## src/rtl/core/bds_pkg.sv

```systemverilog
// Shared types, constants and helpers of the box downsampler.
package bds_pkg;

    // Store and channel geometry
    localparam int MAX_WIDTH = 2048;
    localparam int MAX_SHIFT = 4;
    localparam int COL_W     = $clog2(MAX_WIDTH);
    localparam int SUM_W     = 16;
    localparam int NCH       = 4;
    localparam int PIX_W     = 8;
    localparam int ROWS_W    = MAX_SHIFT;
    localparam int STEP_W    = $clog2(SUM_W);
    localparam int CFG_W     = 12;
    localparam int CFG_IDX_W = 2;

    // Queue between front and back
    localparam int QUEUE_DEPTH = 4;
    localparam int QPTR_W      = $clog2(QUEUE_DEPTH);

    // Configuration register indexes
    localparam logic [CFG_IDX_W-1:0] CFG_FILTER = 2'd0;
    localparam logic [CFG_IDX_W-1:0] CFG_ALPHA  = 2'd1;
    localparam logic [CFG_IDX_W-1:0] CFG_SHIFT  = 2'd2;
    localparam logic [CFG_IDX_W-1:0] CFG_WIDTH  = 2'd3;

    localparam logic [PIX_W-1:0] OPAQUE = 8'hFF;

    // What the back end does with a queued item
    typedef enum logic [1:0] {
        K_ACCUM,    // add into the column sums
        K_FULL,     // add, emit sum >> 2*shift, clear column
        K_PART,     // add, emit sum / (size*rows), clear column
        K_PASS      // nearest mode: emit the pixel unchanged
    } bds_kind_e;

    typedef struct packed {
        logic [NCH-1:0][PIX_W-1:0] pix;   // lane 0 red, 1 green, 2 blue, 3 alpha
        logic [COL_W-1:0]          col;
        bds_kind_e                 kind;
        logic                      row_last;
        logic                      has_alpha;
        logic [2:0]                shift;
        logic [ROWS_W-1:0]         rows;
    } bds_entry_t;

    typedef enum logic [2:0] {
        B_CLEAR,
        B_IDLE,
        B_CALC,
        B_DIV,
        B_OUT
    } bds_bstate_e;

    // Clamp a sum to one channel
    function automatic logic [PIX_W-1:0] sat8(input logic [SUM_W-1:0] v);
        sat8 = (v > SUM_W'(OPAQUE)) ? OPAQUE : v[PIX_W-1:0];
    endfunction

    // Saturating add of a pixel into a column sum
    function automatic logic [SUM_W-1:0] sat_add(input logic [SUM_W-1:0] s,
                                                 input logic [PIX_W-1:0] v);
        logic [SUM_W:0] t;
        t = {1'b0, s} + (SUM_W+1)'(v);
        sat_add = t[SUM_W] ? {SUM_W{1'b1}} : t[SUM_W-1:0];
    endfunction

endpackage

```

## src/rtl/core/bds_front.sv

```systemverilog
// Front end: configuration registers, row/column tracking and item classification.
module bds_front (
    input  logic                         clk,
    input  logic                         rst_n,
    input  logic                         cfg_we,
    input  logic [bds_pkg::CFG_IDX_W-1:0] cfg_index,
    input  logic [bds_pkg::CFG_W-1:0]    cfg_data,
    input  logic                         s_tvalid,
    output logic                         s_tready,
    input  logic [31:0]                  s_tdata,
    input  logic                         s_tlast,
    input  logic                         s_tuser,
    input  logic                         clearing,
    input  logic                         q_full,
    output logic                         q_push,
    output bds_pkg::bds_entry_t          q_din
);
    import bds_pkg::*;

    logic              filter_reg, alpha_reg;
    logic [2:0]        shift_reg;
    logic [CFG_W-1:0]  width_reg;
    logic [15:0]       src_col_reg, src_col_next;
    logic [4:0]        rib_reg, rib_next;

    logic [2:0]        shift_eff;
    logic [CFG_W-1:0]  width_eff;
    logic [ROWS_W-1:0] phase_mask, phase;
    logic [15:0]       col;
    logic              in_range, last_row, phase_last, phase_zero, accept;

    // Configuration registers
    always_ff @(posedge clk or negedge rst_n)
    begin
        if (!rst_n)
        begin
            filter_reg <= 1'b1;
            alpha_reg  <= 1'b1;
            shift_reg  <= 3'd1;
            width_reg  <= CFG_W'(MAX_WIDTH);
        end
        else if (cfg_we)
        begin
            unique case (cfg_index)
                CFG_FILTER: filter_reg <= cfg_data[0];
                CFG_ALPHA:  alpha_reg  <= cfg_data[0];
                CFG_SHIFT:  shift_reg  <= cfg_data[2:0];
                CFG_WIDTH:  width_reg  <= cfg_data;
                default:    ;
            endcase
        end
    end

    // Position within the image
    always_ff @(posedge clk or negedge rst_n)
    begin
        if (!rst_n)
        begin
            src_col_reg <= '0;
            rib_reg     <= '0;
        end
        else
        begin
            src_col_reg <= src_col_next;
            rib_reg     <= rib_next;
        end
    end

    assign s_tready = !clearing && !q_full;
    assign accept   = s_tvalid && s_tready;

    // Classification of the incoming pixel
    always_comb
    begin
        shift_eff  = (shift_reg > 3'(MAX_SHIFT)) ? 3'(MAX_SHIFT) : shift_reg;
        width_eff  = (width_reg > CFG_W'(MAX_WIDTH)) ? CFG_W'(MAX_WIDTH) : width_reg;
        phase_mask = ROWS_W'((32'd1 << shift_eff) - 32'd1);
        phase      = src_col_reg[ROWS_W-1:0] & phase_mask;
        phase_last = (phase == phase_mask);
        phase_zero = (phase == '0);
        col        = src_col_reg >> shift_eff;
        in_range   = (col < 16'(width_eff));
        last_row   = ((32'(rib_reg) + 32'd1) >= (32'd1 << shift_eff));

        q_din.pix       = s_tdata;
        q_din.col       = col[COL_W-1:0];
        q_din.row_last  = ((col + 16'd1) == 16'(width_eff));
        q_din.has_alpha = alpha_reg;
        q_din.shift     = shift_eff;
        q_din.rows      = rib_reg[ROWS_W-1:0] + ROWS_W'(1);
        q_din.kind      = K_ACCUM;
        q_push          = 1'b0;

        if (in_range)
        begin
            if (filter_reg)
            begin
                q_push = accept;
                if (phase_last && last_row)
                begin
                    q_din.kind = K_FULL;
                end
                else if (phase_last && s_tuser)
                begin
                    q_din.kind = K_PART;
                end
            end
            else if (rib_reg == '0 && phase_zero)
            begin
                q_push     = accept;
                q_din.kind = K_PASS;
            end
        end

        // Counter update
        src_col_next = src_col_reg;
        rib_next     = rib_reg;
        if (accept)
        begin
            if (s_tlast)
            begin
                src_col_next = '0;
                rib_next     = (s_tuser || last_row) ? 5'd0 : rib_reg + 5'd1;
            end
            else if (src_col_reg != 16'hFFFF)
            begin
                src_col_next = src_col_reg + 16'd1;
            end
        end
    end

endmodule

```

## config.mk

```make
export PLATFORM = sky130hd
export DESIGN_NAME = bds_front
export DESIGN_NICKNAME = d
export VERILOG_FILES = /design/src/rtl/core/bds_pkg.sv /design/src/rtl/core/bds_front.sv
export SDC_FILE = /design/constraint.sdc
export NUM_CORES = 1
export LEC_CHECK = 0
export BUFFER_PORTS_ARGS = -buffer_cell sky130_fd_sc_hd__buf_2
export CAP_MARGIN = 40
export CELL_PAD_IN_SITES_DETAIL_PLACEMENT = 0
export CELL_PAD_IN_SITES_GLOBAL_PLACEMENT = 1
export CORE_MARGIN = 1
export CORE_UTILIZATION = 34
export CTS_CLUSTER_DIAMETER = 50
export DETAILED_ROUTE_END_ITERATION = 12
export PLACE_DENSITY_LB_ADDON = 0.1
export SLEW_MARGIN = 10
export SYNTH_ARGS = -nofsm -noshare
export SYNTH_HDL_FRONTEND = slang
export SYNTH_SLANG_ARGS = --single-unit
```

## constraint.sdc

```tcl
create_clock -name clk -period 3.02 [get_ports clk]
set_input_delay 0.151 -clock clk [delete_from_list [all_inputs] [get_ports clk]]
set_output_delay 0.151 -clock clk [all_outputs]
set_load 0.03 [all_outputs]
```

### Word-level counts from Yosys, hierarchy flattened

Cells that the tools add are included.

* flip-flop bits (word level): 38
* bits of input ports: 54
* output and inout port bits: 56
* word-level logic and storage cells: 56

* add/subtract/negate cells: 6
* magnitude comparators: 4
* equal/unequal tests: 6
* shifts and indexed selects: 2
* muxes and demuxes: 13
* bitwise logic cells: 1
* reductions and logical operators: 18

Operators with widths (count)
* adder 16 x 1 -> 16 bit (second input constant): 2
* >= comparator 6 x 32 -> 1 bit: 1
* 2-to-1 mux 16 bit: 2
* left shift 1 x 3 -> 32 bit (first input constant): 1
* == test 16 x 12 -> 1 bit: 1
* < comparator 16 x 12 -> 1 bit: 1
* inequality test 16 bit (second input constant): 1
* right shift 16 x 3 -> 16 bit: 1
* > comparator 12 bit (second input constant): 1
* 2-to-1 mux 12 bit: 1
* AND reduction 2 bit: 6
* 2-to-1 mux 2 bit: 5
* adder 5 x 1 -> 6 bit (second input constant): 1
* adder 5 x 1 -> 5 bit (second input constant): 1
* logical AND 1 bit: 5
* logical NOT 5 bit: 1
* 2-to-1 mux 5 bit: 1
* adder 4 x 1 -> 4 bit (second input constant): 1
* AND 4 bit: 1
* == test 2 bit (second input constant): 2
* == test 4 bit: 1
* logical NOT 4 bit: 1
* subtractor 4 x 1 -> 4 bit (second input constant): 1
* > comparator 3 bit (second input constant): 1
* other kinds (7): 10

### Logic depth before layout (Yosys ltp)

* word-level depth: 11
* gate-level depth with buffers: 15
* gate-level depth less buffers: 13

### Least setup slack after synthesis

OpenSTA, ideal clock, no wires.

* kind: reg-to-output
* start point: register shift_reg[0]
* end point: output q_din[8] (netlist name)
* data arrival time: 4188 ps
* data required time: 2869 ps
* slack: -1319 ps
* stages on the path, launching flop included: 10
* path buffers: 1
* cells stage by stage: dfstp_2 buf_4 mux2i_1 a222oi_1 or4b_4 nor4_2 xnor2_1 nand3_1 or4_1 a2111oi_2

RTL lines
* from (decl): line bds_front.sv:21 `logic [2:0] shift_reg;`
* from (signal assigned): line bds_front.sv:47 `CFG_SHIFT: shift_reg <= cfg_data[2:0];`
* to (decl): line bds_front.sv:16 `output bds_pkg::bds_entry_t q_din`

==> flow_summary.json <==
{
  "status": "finished with violations",
  "violations": "negative setup slack",
  "grt_pass1_vias": 2988,
  "ys_seq_area_frac": 0.275,
  "grt_pass1_wl_um": 15600,
  "cts.root.buffer_cell": "clkbuf_8",
  "drt_iter0_markers": 89,
  "synth_cell_type_count": 59,
  "register_area_um2": 958,
  "place_area_mm2": 0.00415,
  "initial_core_util": 0.354,
  "start_kind": "flop",
  "setup_ws_ns": -0.639,
  "clock_path_buffers": 2,
  "coreArea_mm2": 0.00982,
  "grt_max_degree": 25,
  "path_clk_slew_ns": 0.08,
  "vias": 3084,
  "async_flop_share": 1.00,
  "place_congestion": 0.776,
  "synth_edf_count": 0,
  "avgViaCountPerCell": 5.00,
  "drv_cap": 0,
  "cp.required_ns": 2.87,
  "final.fill_count": 1060,
  "cts_sinks": 38,
  "finalMaxSlewViolations": 0,
  "pwr_density_cell_mw_per_mm2": 561,
  "largest_reg_flops": 16,
  "final_hold_viol_count": 0,
  "multi_input_area_mm2": 0.00227,
  "drc": 0,
  "power.total_mw": 2.47,
  "dp_slack_ns": -0.393,
  "final_common_cell": "buf_4",
  "postLayoutCellArea_mm2": 0.00440,
  "synthToLayoutAreaGrowth_pct": 26.7,
  "fp.dieW_um": 103,
  "crit_arrival_ns": 3.51,
  "track_usage": 0.196,
  "ys_ff_latch": 38,
  "antenna_found_initial": 0,
  "tightest_slew_ns": 0.560,
  "cp_max_fo": 6,
  "hold_class": "primary input to flop",
  "totalWireLength_um": 9700,
  "fin_setup_tns_ns": -2.42,
  "dp.cells": 602,
  "cts_tree": "yes",
  "min_period_ns": 3.66,
  "io_pins": 110,
  "fin_crit_sh": 1.21,
  "first_pass_iters": 4,
  "critPathKind": "flop to output port",
  "final_nets": 559,
  "max_clock_freq_mhz": 273,
  "n_antenna_cell": 0,
  "synthFlopType": "dfrtp_1",
  "max-slew-margin-rel": 0.626,
  "yosys_warnings": 0,
  "setup_viol": 4,
  "mostFrequentLayoutCells": "buf_4, nor2_1, buf_2",
  "stdcell_count": 617,
  "synth.net_count": 484,
  "p_leak_nw": 2.03,
  "cp-end-kind": "output port",
  "die_h_um": 103,
  "insertion_delay_ns": 0.30,
  "ant_nets": 0,
  "rsz0062_at_grt": "true",
  "drive_above_1_share": 0.382,
  "io_buffer_count": 45,
  "dp.final_hpwl_um": 7930,
  "syn_area_mm2": 0.00347,
  "cts_buffers": 5,
  "h-tree-depth": 2,
  "postSynthCellCount": 408,
  "drt-wirelength-per-cell_um": 15.7,
  "die_area_mm2": 0.0106,
  "ir_drop_v": 0.000260,
  "rows": 36,
  "grt_overflow": 0,
  "avgSynthCellArea_um2": 8.51,
  "finClkSkew_ns": 0.00183
}
-- logic make-up after synthesis --
family / share of synthesized area
AOI/OAI and AO/OA: 0.144
muxes: 0.107
adders and majority gates: 0.0793
xor gates and xnor gates: 0.0782
DFF: 0.275
and+or+nand+nor: 0.204
other: 0.00108
buffers and inverters: 0.112
-- report_power, final --
group	leakage, nW	switching (mW)	internal (mW)
Sequential	0.480	0.0688	0.582
Combinational	1.51	0.779	0.663
Clock	0.0482	0.191	0.184
Total	2.03	1.04	1.43
-- area by class of cell --
class / instances / area share
well taps: 133 / 0.0378
flip-flops and latches: 38 / 0.218
clock buffers: 7 / 0.0196
multi-input cells: 301 / 0.515
repair buffers: 121 / 0.195
clock inverters: 1 / 0.00114
inverters: 16 / 0.0137
-- critical path, stage by stage, from the launching register on --
cell,delay [ns]
dfstp_2,0.61
buf_4,0.13
buf_6,0.08
mux2i_2,0.21
nor2_1,0.07
nor2_1,0.14
o21ai_2,0.09
buf_6,0.13
ha_4,0.20
nor2b_4,0.11
o21a_1,0.19
o21a_1,0.19
o21a_1,0.18
o21a_1,0.19
o21ai_2,0.18
a211oi_4,0.14
nor3_4,0.20
buf_6,0.15
-- through the flow --
| stage | util | hold WS [ns] |
|---|---|---|
| after floorplan | - | -0.145 |
| after global placement | 0.420 | 0.302 |
| after detailed placement | 0.422 | 0.101 |
| after CTS | 0.440 | 0.0624 |
| after global routing | 0.448 | 0.0740 |
| final | 0.448 | 0.0800 |
-- final timing paths --
check / startpoint / end / slack (ns) / cells after the start
max in group asynchronous: rst_n / width_reg[11] / 2.17 / 3
min in group asynchronous: rst_n / src_col_reg[3] / 0.30 / 2
hold / removal: cfg_data[9] / width_reg[9] / 0.08 / 2
setup reg to reg: shift_reg[0] / rib_reg[0] / 0.15 / 15
hold reg to reg: width_reg[5] / width_reg[5] / 0.51 / 1
setup / recovery: shift_reg[0] / q_din[10] / -0.64 / 17
-- routing by layer --
layer / up-vias / track usage / part of all wire
met5: - / 0 / 0
li1: 1548 / - / -
met1: 1472 / 0.269 / 0.47
met3: 12 / 0.0264 / 0.034
met2: 52 / 0.320 / 0.48
met4: 0 / 0.0574 / 0.011
-- synthesized netlist by cell type, types with 3 or more instances --
library cell	instances	area [um^2]
a211oi_1	4	30.0
a21o_1	6	45.0
a21oi_1	15	75.1
a22o_1	5	43.8
a31oi_1	4	25.0
and3_1	3	18.8
buf_4	34	255
clkbuf_1	16	60.1
dfrtp_1	34	851
dfstp_2	4	105
ha_1	22	275
inv_1	15	56.3
mux2_2	24	270
mux2i_1	10	100
nand2_1	32	120
nand2b_1	4	25.0
nand3_1	10	50.1
nand4_1	5	31.3
nor2_1	44	165
nor2b_1	5	31.3
nor3_1	8	40.0
nor3b_1	3	22.5
o21a_1	5	37.5
o21ai_0	14	70.1
o22ai_1	4	25.0
or3_1	9	56.3
xnor2_1	21	184
xor2_1	10	87.6
-- what timing repair did --
item	CTS	global route
hold buffers	1	0
pin swaps	1	11
setup buffers	5	1
endpoints found under the hold margin	13	0
setup endpoints to repair	4	9
resized for setup	13	15
No activity file was read; power rests on OpenSTA's default activity.
