### src/rtl/core/bds_pkg.sv
// Shared types, constants and helpers of the box downsampler.
package bds_pkg;

    // Store and channel geometry
    localparam int MAX_WIDTH = 2048;
    localparam int MAX_SHIFT = 4;
    localparam int COL_W     = $clog2(MAX_WIDTH);
    localparam int SUM_W     = 16;
    localparam int NCH       = 4;
    localparam int PIX_W     = 8;
    localparam int ROWS_W    = MAX_SHIFT;
    localparam int STEP_W    = $clog2(SUM_W);
    localparam int CFG_W     = 12;
    localparam int CFG_IDX_W = 2;

    // Queue between front and back
    localparam int QUEUE_DEPTH = 4;
    localparam int QPTR_W      = $clog2(QUEUE_DEPTH);

    // Configuration register indexes
    localparam logic [CFG_IDX_W-1:0] CFG_FILTER = 2'd0;
    localparam logic [CFG_IDX_W-1:0] CFG_ALPHA  = 2'd1;
    localparam logic [CFG_IDX_W-1:0] CFG_SHIFT  = 2'd2;
    localparam logic [CFG_IDX_W-1:0] CFG_WIDTH  = 2'd3;

    localparam logic [PIX_W-1:0] OPAQUE = 8'hFF;

    // What the back end does with a queued item
    typedef enum logic [1:0] {
        K_ACCUM,    // add into the column sums
        K_FULL,     // add, emit sum >> 2*shift, clear column
        K_PART,     // add, emit sum / (size*rows), clear column
        K_PASS      // nearest mode: emit the pixel unchanged
    } bds_kind_e;

    typedef struct packed {
        logic [NCH-1:0][PIX_W-1:0] pix;   // lane 0 red, 1 green, 2 blue, 3 alpha
        logic [COL_W-1:0]          col;
        bds_kind_e                 kind;
        logic                      row_last;
        logic                      has_alpha;
        logic [2:0]                shift;
        logic [ROWS_W-1:0]         rows;
    } bds_entry_t;

    typedef enum logic [2:0] {
        B_CLEAR,
        B_IDLE,
        B_CALC,
        B_DIV,
        B_OUT
    } bds_bstate_e;

    // Clamp a sum to one channel
    function automatic logic [PIX_W-1:0] sat8(input logic [SUM_W-1:0] v);
        sat8 = (v > SUM_W'(OPAQUE)) ? OPAQUE : v[PIX_W-1:0];
    endfunction

    // Saturating add of a pixel into a column sum
    function automatic logic [SUM_W-1:0] sat_add(input logic [SUM_W-1:0] s,
                                                 input logic [PIX_W-1:0] v);
        logic [SUM_W:0] t;
        t = {1'b0, s} + (SUM_W+1)'(v);
        sat_add = t[SUM_W] ? {SUM_W{1'b1}} : t[SUM_W-1:0];
    endfunction

endpackage

### src/rtl/core/bds_queue.sv
// Short register queue between the front and back ends.
module bds_queue (
    input  logic                clk,
    input  logic                rst_n,
    input  logic                push,
    input  bds_pkg::bds_entry_t din,
    input  logic                pop,
    output bds_pkg::bds_entry_t dout,
    output logic                empty,
    output logic                full
);
    import bds_pkg::*;

    bds_entry_t        store [QUEUE_DEPTH];
    logic [QPTR_W-1:0] wptr_reg, rptr_reg;
    logic [QPTR_W:0]   count_reg;

    assign empty = (count_reg == '0);
    assign full  = (count_reg == (QPTR_W+1)'(QUEUE_DEPTH));
    assign dout  = store[rptr_reg];

    // Pointers and fill count
    always_ff @(posedge clk or negedge rst_n)
    begin
        if (!rst_n)
        begin
            wptr_reg  <= '0;
            rptr_reg  <= '0;
            count_reg <= '0;
        end
        else
        begin
            if (push)
            begin
                wptr_reg <= wptr_reg + QPTR_W'(1);
            end
            if (pop)
            begin
                rptr_reg <= rptr_reg + QPTR_W'(1);
            end
            if (push && !pop)
            begin
                count_reg <= count_reg + (QPTR_W+1)'(1);
            end
            else if (pop && !push)
            begin
                count_reg <= count_reg - (QPTR_W+1)'(1);
            end
        end
    end

    // Entry storage
    always_ff @(posedge clk)
    begin
        if (push)
        begin
            store[wptr_reg] <= din;
        end
    end

endmodule

### config.mk
export PLATFORM = sky130hd
export DESIGN_NAME = bds_queue
export DESIGN_NICKNAME = d
export VERILOG_FILES = /design/src/rtl/core/bds_pkg.sv /design/src/rtl/core/bds_queue.sv
export SDC_FILE = /design/constraint.sdc
export NUM_CORES = 1
export LEC_CHECK = 0
export ABC_AREA = 1
export ABC_CLOCK_PERIOD_IN_PS = 3300
export BUFFER_PORTS_ARGS = -buffer_cell sky130_fd_sc_hd__clkbuf_2
export CAP_MARGIN = 20
export CORE_ASPECT_RATIO = 1.1
export CORE_MARGIN = 10
export CORE_UTILIZATION = 58
export DETAILED_ROUTE_END_ITERATION = 8
export GPL_TIMING_DRIVEN = 0
export HOLD_SLACK_MARGIN = 0.12
export PLACE_DENSITY_LB_ADDON = 0.15
export SLEW_MARGIN = 20
export SYNTH_ARGS = -nofsm -noshare
export SYNTH_HDL_FRONTEND = slang
export SYNTH_SLANG_ARGS = --single-unit
### constraint.sdc
create_clock -name clk -period 3.3 [get_ports clk]
set_clock_uncertainty 0.2 [all_clocks]
set_input_delay 0.495 -clock clk [delete_from_list [all_inputs] [get_ports clk]]
set_output_delay 0.495 -clock clk [all_outputs]
set_load 0.01 [all_outputs]
==> After elaboration in Yosys (flattened, before gate mapping) <==
Memory sizes are Yosys's and may differ from the RTL's.
Cells that the tools add are included.
W data, S select, Z words.
{ "totals": {"register_bits": 7, "ramBits": 216, "in_bits": 58, "output_inout_bits": 56, "word_cells": 19, "mem_count": 1} }
{ "memory_table": {"columns": ["memory", "words", "word_bits", "read_ports", "rd_clocked_by_memory_dff", "wr", "line_no", "text"], "rows": [
  ["store", 4, 54, 1, 0, 1, "bds_queue.sv:14", "bds_entry_t store [QUEUE_DEPTH];"]
]} }
{ "op_classes": {"addsub": 4, "eq_ne": 1, "muxes": 4, "reduce_logical": 6} }
{ "op_table": {"columns": ["cell", "n"], "rows": [
  ["$mux W3", 2],
  ["$add A2 B1 Y2 const B", 2],
  ["$add A3 B1 Y3 const B", 1],
  ["$eq A3 B3 Y1 const B", 1],
  ["$logic_not A3 Y1", 1],
  ["$sub A3 B1 Y3 const B", 1],
  ["$logic_and A1 B1 Y1", 2],
  ["$logic_not A1 Y1", 2],
  ["$mux W1", 2],
  ["$reduce_bool A2 Y1", 1]
]} }

==> Longest topological paths before layout <==
Gate-level depths: netlist of run 1.
{ "logic_depth": {"ltp_word": 4, "mapped_depth": 9, "mapped_depth_nobuf": 9} }

==> Worst setup path after synthesis of run 1 <==
No wires, ideal clock.
{ "synth_timing": {"path_kind": "input to register", "startpoint": "in push", "endpoint": "mem store[0][0] (netlist name) (enable)", "setup_time_ns": 0.408, "arrival_ns": 1.841, "required_ns": 2.692, "path_slack_ns": 0.851, "cell_stages": 3, "n_path_buf": 1, "cell_sequence": "clkbuf_1 > nand2_1 > inv_1"} }
{ "synth_between": {"elab_chain_cells": 2} }
{ "synth_lines": {"columns": ["item", "line_no", "text"], "rows": [
  ["start, declared", "bds_queue.sv:5", "input logic push,"],
  ["$mux W1", "bds_queue.sv:55", "if (push)"],
  ["$mux W1 (implied by the code)", "bds_queue.sv:57", "store[wptr_reg] <= din;"],
  ["end, declared", "bds_queue.sv:14", null]
]} }
Every way passes these cells.

==> results of run 1 <==
[cells in the mapped netlist]
library cell and n:
buf_6 11, clkbuf_1 9, buf_4 4, ha_1 5, o211ai_2 20, nand3_1 1
inv_2 1, fa_1 1, nor3_1 2, edfxtp_1 216, inv_1 119, nand4_1 1
xor2_1 3, buf_2 12, o211ai_1 88, o21ai_1 1, xnor2_1 1, nand2_1 175
dfrtp_1 7
[repair_timing]
item / 4_1_cts / 5_1_grt
setup endpoints to repair: 0 / 0
resized for setup: 0 / 0
hold buffers: 56 / 0
endpoints found under the hold margin: 225 / 0
[layer usage]
metal	wire (um)	part of all wire, %	vias to the layer above
li1	-	-	2746
met1	8252	39	2856
met2	11120	53	200
met3	1274	6.0	41
met4	485	2.3	0
met5	0	0	-
[worst paths after layout]
kind | start | end | cells past startpoint
max in group asynchronous | rst_n | rptr_reg[0]$_DFFE_PN0P_ | 2
min in group clk | push | count_reg[0]$_DFFE_PN0P_ | 3
worst min-delay path | rst_n | count_reg[0]$_DFFE_PN0P_ | 2
worst min register to register | count_reg[2]$_DFFE_PN0P_ | count_reg[2]$_DFFE_PN0P_ | 2
worst max-delay path | rptr_reg[1]$_DFFE_PN0P_ | dout[36] | 5
worst max register to register | wptr_reg[0]$_DFFE_PN0P_ | store[0][18]$_DFFE_PP_ | 5
[per-stage QoR]
step	TNS, ns	hold slack [ns]	std cells
after floorplan	0	-0.0005910	677
after global placement	-35.28	0.1418	986
after detailed placement	0	0.1446	990
after CTS	0	0.1773	1086
after global routing	0	0.2086	1086
final	0	0.1807	1086
[layout make-up]
class                   count  area, um^2
inverters                 120       460.4
repair buffers            173        1206
fillers                   970        3910
clock buffers              29       598.1
clock inverters            11       131.4
plain buffers              36       247.7
well taps                 196       245.2
multi-input cells         298        1712
flip-flops and latches    223        6661
[logic make-up (layout without fill, tap and decap cells)]
kind of cell	after synthesis	count (layout)	synth area share, %
flip-flops	223	223	73.43
adder cells (fa/ha/maj)	6	6	0.9104
AO/OA/AOI/OAI	109	109	10.10
AND/OR/NAND/NOR	179	179	7.476
XOR/XNOR	4	4	0.3863
buffers and inverters	156	369	7.697
[power by group through the flow]
stage               sequential [mW]  clock [mW]  combinational [mW]
global placement               3.94           0                3.53
detailed placement             3.92           0                3.69
global route                   3.90        2.65                4.08
CTS                            3.86        2.52                3.76
floorplan                      3.90           0                2.22
finish                         3.87        2.51                3.71
[worst max-delay path: cells and delay by family (launching register included)]
kind,cells,cell delay [ns]
compound gates,1,0.24
buf+inv,3,0.83
flops,1,0.32
simple gates,1,0.11
==> key figures, run 1 <==
Timing
  – Tmin final: about 2.7 ns
  – Final number of setup-violating endpoints: 0
  – Tightest Pin Transition: between 0.6 and 0.7 ns
  – Endpoints failing hold: 0
  – RSZ-0062 raised after global routing: false
  – Slew Viols, Final: 0
  – Final period util: between 80% and 90%
  – Final setup margin: between 0.5 and 0.6 ns
  – Slew HR: 58.04%
  – F_max: roughly 370 MHz

Floorplan
  – Initial core utilization: around three fifths
  – Io pins: roughly 110
  – DIE AREA: ~21000 um^2
  – DIE WIDTH: roughly 140 um
  – Die H: 151.2 um
  – Cell Rows: between 40 and 50
  – Floorplan core area: 15170 um^2

Yosys
  – Distinct cells, synth: 19
  – Gate Count Post-Synth: 677
  – Net count after synthesis: 741
  – YS warnings: 0
  – Seq/Total Area, Yosys: between 70% and 80%
  – Share of the synthesized area in the top cell type: between 70% and 80%
  – Post-Syn Area per Cell: approximately 13 um^2
  – Synth area leader: edfxtp_1
  – Largest cells by area after synthesis: edfxtp_1, o211ai_1, nand2_1
  – Post-Syn Area: 9071 um^2
  – #FFs+latches synth: about 220

Clock network
  – Clock transition at path regs: around 0.06 ns
  – TritonCTS clock tree: done
  – H-tree levels: 1
  – Deepest clock path buffer count: 3
  – Root Driver: clkbuf_16
  – Clk_lat worst skew: between 0.4 and 0.5 ns
  – TritonCTS buffer count: 22
  – Post-CTS setup buffers: 0
  – Sink Count: 223

Drt
  – Drt drc: 0
  – Number of detailed-route iterations in the first pass: 5
  – Via-to-Cell Ratio: ~5.4
  – Routed WL: approximately 21 mm
  – Via count: a little under 6000
  – 1st-iter DRT viols: between 300 and 400
  – Routed Antenna Nets: 0
  – WL per Instance: about 20 um

Critical path
  – Worst Path Required: around 2.6 ns
  – Crit-path max cell delay: between 0.5 and 0.6 ns
  – CP arrival: 2.01 ns
  – Crit path capture type: output pin
  – Critical path, cell by cell: buf_4 > clkbuf_1 > o211ai_1 > nand2_1 > clkbuf_2
  – CP Max Fanout: 10
  – Crit-path slowest cell: clkbuf_1
  – Setup CP Type: reg2out
  – Setup crit start kind: flop
  – Worst R2R Setup Slack: 1.39 ns

Global route
  – Tot GR Track Use: between 15 and 20%
  – Largest net degree at the start of global routing: 32
  – GR Util met3: under 10%
  – Met1 usage: ~22%
  – Vias in the first global route: between 6000 and 7000
  – Remaining global-route overflow: 0
  – Layer with the highest usage: met2
  – First-pass GRT wire length: between 30 and 40 mm
  – Met2 usage: between 30% and 40%
  – Initial antenna violation count: 0

Power
  – Sequential share of power: approximately two fifths
  – Int Pwr: approximately 6.5 mW
  – Pwr dens: 896.3 nW/um^2
  – Leakage: 4.649 nW
  – Combinational fraction of design power: 36.8%
  – Switching Power: 3.578 mW
  – Tot Pwr: 10.09 mW
  – Sw Ratio: roughly 35%
  – Worst vdd ir: between 0.0005 and 0.0006 V
  – Clock share of power: 24.9%

Place
  – Post-DP HPWL: around 13 mm
  – Place WS: approximately 1.1 ns
  – Placer Congestion: 0.7487
  – Placed cell areas: between 9000 and 10000 um^2
  – Port buffer count: between 100 and 150

Cells and area
  – Final core utilization: between 70% and 80%
  – Share of cells above drive strength 1: 22.36%
  – Most frequent cells in the layout: edfxtp_1, nand2_1, inv_1
  – Largest register FFs: between 200 and 250
  – Final instance area: ~11000 um^2
  – Antenna cells: 0
  – Area Overhead vs Synth: 24.15%
  – Most common cell after layout, fill and taps aside: edfxtp_1
  – Final net count: between 900 and 1000

Job
  – Max-Cap Viols: 0

Worst hold path
  – Hold WC Path Type: in2async

Outcome
  – Outcome: completed
No activity file was read; power rests on OpenSTA's default activity.
==> run 2: changes to the inputs <==
--- a/config.mk
+++ b/config.mk
@@ -6,7 +6,7 @@
 export NUM_CORES = 1
 export LEC_CHECK = 0
 export ABC_AREA = 1
-export ABC_CLOCK_PERIOD_IN_PS = 3300
+export ABC_CLOCK_PERIOD_IN_PS = 2700
 export BUFFER_PORTS_ARGS = -buffer_cell sky130_fd_sc_hd__clkbuf_2
 export CAP_MARGIN = 20
 export CORE_ASPECT_RATIO = 1.1
==> constraint.sdc (replaced) <==
create_clock -name clk -period 2.7 [get_ports clk]
set_clock_uncertainty 0.2 [all_clocks]
set_input_delay 0.405 -clock clk [delete_from_list [all_inputs] [get_ports clk]]
set_output_delay 0.405 -clock clk [all_outputs]
set_load 0.01 [all_outputs]
==> run 2 against run 1 <==
Largest cell class unchanged. Highest routed layer unchanged. Cell count grew 0.18%. Largest power group unchanged. Sequential share of layout area is 0.11 points lower. First-iteration DRC count shrank 2.9%. Non-clock buffer count up 2.
==> key figures, run 2 (same netlist as run 1, synthesis figures left out) <==
Critical path
  – CP Max Fanout: 10
  – Critical path, cell by cell: buf_4 > inv_2 > buf_2 > o211ai_1 > nand2_1 > clkbuf_2
  – CP arrival: around 1.9 ns
  – Setup crit start kind: flop
  – Reg2reg end: store[0][18]$_DFFE_PP_
  – Crit path capture type: output pin
  – Reg2reg path depth: 5
  – Setup CP Type: reg2out
  – Critical R2R Launch: wptr_reg[0]$_DFFE_PN0P_
  – Worst R2R Setup Slack: between 0.7 and 0.8 ns
  – Worst Path Required: roughly 2.1 ns
  – Crit-path slowest cell: dfrtp_1
  – Crit-path max cell delay: 0.36 ns

Worst hold path
  – HP Start: count_reg[2]$_DFFE_PN0P_
  – Hold WC Path Type: reg2reg
  – Hold Path Sink: count_reg[2]$_DFFE_PN0P_
  – WHS Path Cells: 2

Global route
  – Largest net degree at the start of global routing: 32
  – First-pass GRT wire length: roughly 33 mm
  – Tot GR Track Use: between 10% and 20%
  – Vias in the first global route: between 6000 and 7000
  – Initial antenna violation count: 0
  – Remaining global-route overflow: 0

Timing
  – Tightest Pin Transition: 0.5795 ns
  – Slew Viols, Final: 0
  – F_max: 393.1 MHz
  – WHS: between 0.3 and 0.4 ns
  – Slew HR: 61.37%
  – Tmin final: ~2.5 ns
  – Final period util: between 90% and 100%
  – Endpoints failing hold: 0
  – Final setup margin: between 0.15 and 0.2 ns
  – RSZ-0062 raised after global routing: false
  – Final number of setup-violating endpoints: 0

Floorplan
  – Cell Rows: 47
  – Io pins: between 100 and 150
  – DIE AREA: roughly 21000 um^2
  – Initial core utilization: roughly three fifths
  – Die H: 151.2 um
  – DIE WIDTH: 139.2 um
  – Floorplan core area: about 15000 um^2

Drt
  – Number of detailed-route iterations in the first pass: 5
  – Drt drc: 0
  – Routed WL: ~21 mm
  – 1st-iter DRT viols: around 370
  – Via-to-Cell Ratio: 5.384
  – Via count: between 5000 and 6000
  – WL per Instance: between 15 and 20 um
  – Routed Antenna Nets: 0

Place
  – Place WS: ~0.62 ns
  – Placed cell count: 990
  – Placed cell areas: ~10000 um^2
  – Post-DP HPWL: 12.60 mm
  – Port buffer count: ~110
  – Placer Congestion: around 0.75

Clock network
  – Sink Count: around 220
  – TritonCTS buffer count: 22
  – Root Driver: clkbuf_16
  – Clock transition at path regs: around 0.060 ns
  – H-tree levels: 1
  – Deepest clock path buffer count: 3
  – TritonCTS clock tree: done
  – Clk_lat worst skew: about 0.49 ns
  – Post-CTS setup buffers: 0

Cells and area
  – Final net count: 940
  – Fillcell total: 963
  – Fin cells: between 1000 and 1500
  – Share of cells above drive strength 1: between 20 and 25%
  – Area Overhead vs Synth: 24.39%
  – Largest register FFs: 216
  – Antenna cells: 0
  – Most common cell after layout, fill and taps aside: edfxtp_1
  – Most frequent cells in the layout: edfxtp_1, nand2_1, inv_1
  – Final instance area: ~11000 um^2

Power
  – Clock share of power: 24.9%
  – Leakage: around 4.7 nW
  – Worst vdd ir: 0.0006806 V
  – Sw Ratio: 35.51%
  – Int Pwr: between 7 and 8 mW
  – Sequential share of power: between 30% and 40%
  – Combinational fraction of design power: a little under two fifths
  – Switching Power: 4.387 mW
  – Pwr dens: ~1100 nW/um^2

Outcome
  – Outcome: completed

Job
  – Max-Cap Viols: 0
## run 2: metal layers
metal | part of all wire [%] | track usage [%] | wire, um
met1 | 39 | 22.38 | 8212
met2 | 53 | 35.66 | 11130
met3 | 6.4 | 3.915 | 1358
met4 | 2.3 | 7.777 | 497
met5 | 0 | 0 | 0
## run 2: per-stage QoR
step	TNS (ns)	power [mW]	utilization (%)
after CTS	0	12.40	74.36
final	0	12.35	74.37
after global placement	-145.44	9.119	65.13
after global routing	0	13.00	74.37
after detailed placement	0	9.296	65.73
after floorplan	0	7.475	-
## run 2: worst max path at each step
stage / cells after the start / to / start
global placement: 4 / store[3][14]$_DFFE_PP_ / push
floorplan: 3 / store[0][0]$_DFFE_PP_ / push
global route: 5 / dout[52] / rptr_reg[1]$_DFFE_PN0P_
CTS: 5 / dout[36] / rptr_reg[1]$_DFFE_PN0P_
detailed placement: 5 / store[3][25]$_DFFE_PP_ / push
finish: 6 / dout[20] / rptr_reg[1]$_DFFE_PN0P_
## run 2: layout make-up
class	instances	area, um^2	area share, %
Sequential cell	223	6661	59.04
Clock inverter	11	131.4	1.164
Buffer	36	249.0	2.207
Multi-Input combinational cell	298	1712	15.17
Clock buffer	29	598.1	5.301
Tap cell	196	245.2	2.173
Inverter	120	460.4	4.081
Timing Repair Buffer	175	1226	10.87
## run 2: power by group through the flow
stage	registers [mW]	logic (mW)	clock network (mW)
2_1_floorplan	4.76	2.71	0
3_3_place_gp	4.81	4.31	0
3_5_place_dp	4.79	4.51	0
4_1_cts	4.72	4.60	3.08
5_1_grt	4.77	5.00	3.24
6_report	4.73	4.55	3.07
## run 2: worst max-delay path, delay by kind of cell, from the launching register on
| kind | cells | cell delay, ns |
|---|---|---|
| compound gates | 1 | 0.14 |
| buf+inv | 4 | 0.82 |
| flops | 1 | 0.36 |
| simple gates | 1 | 0.12 |
## run 2: timing repair
item	4_1_cts	5_1_grt
hold buffers	58	0
endpoints found under the setup margin	0	3
gates resized for setup	0	2
hold endpoints to repair	226	0
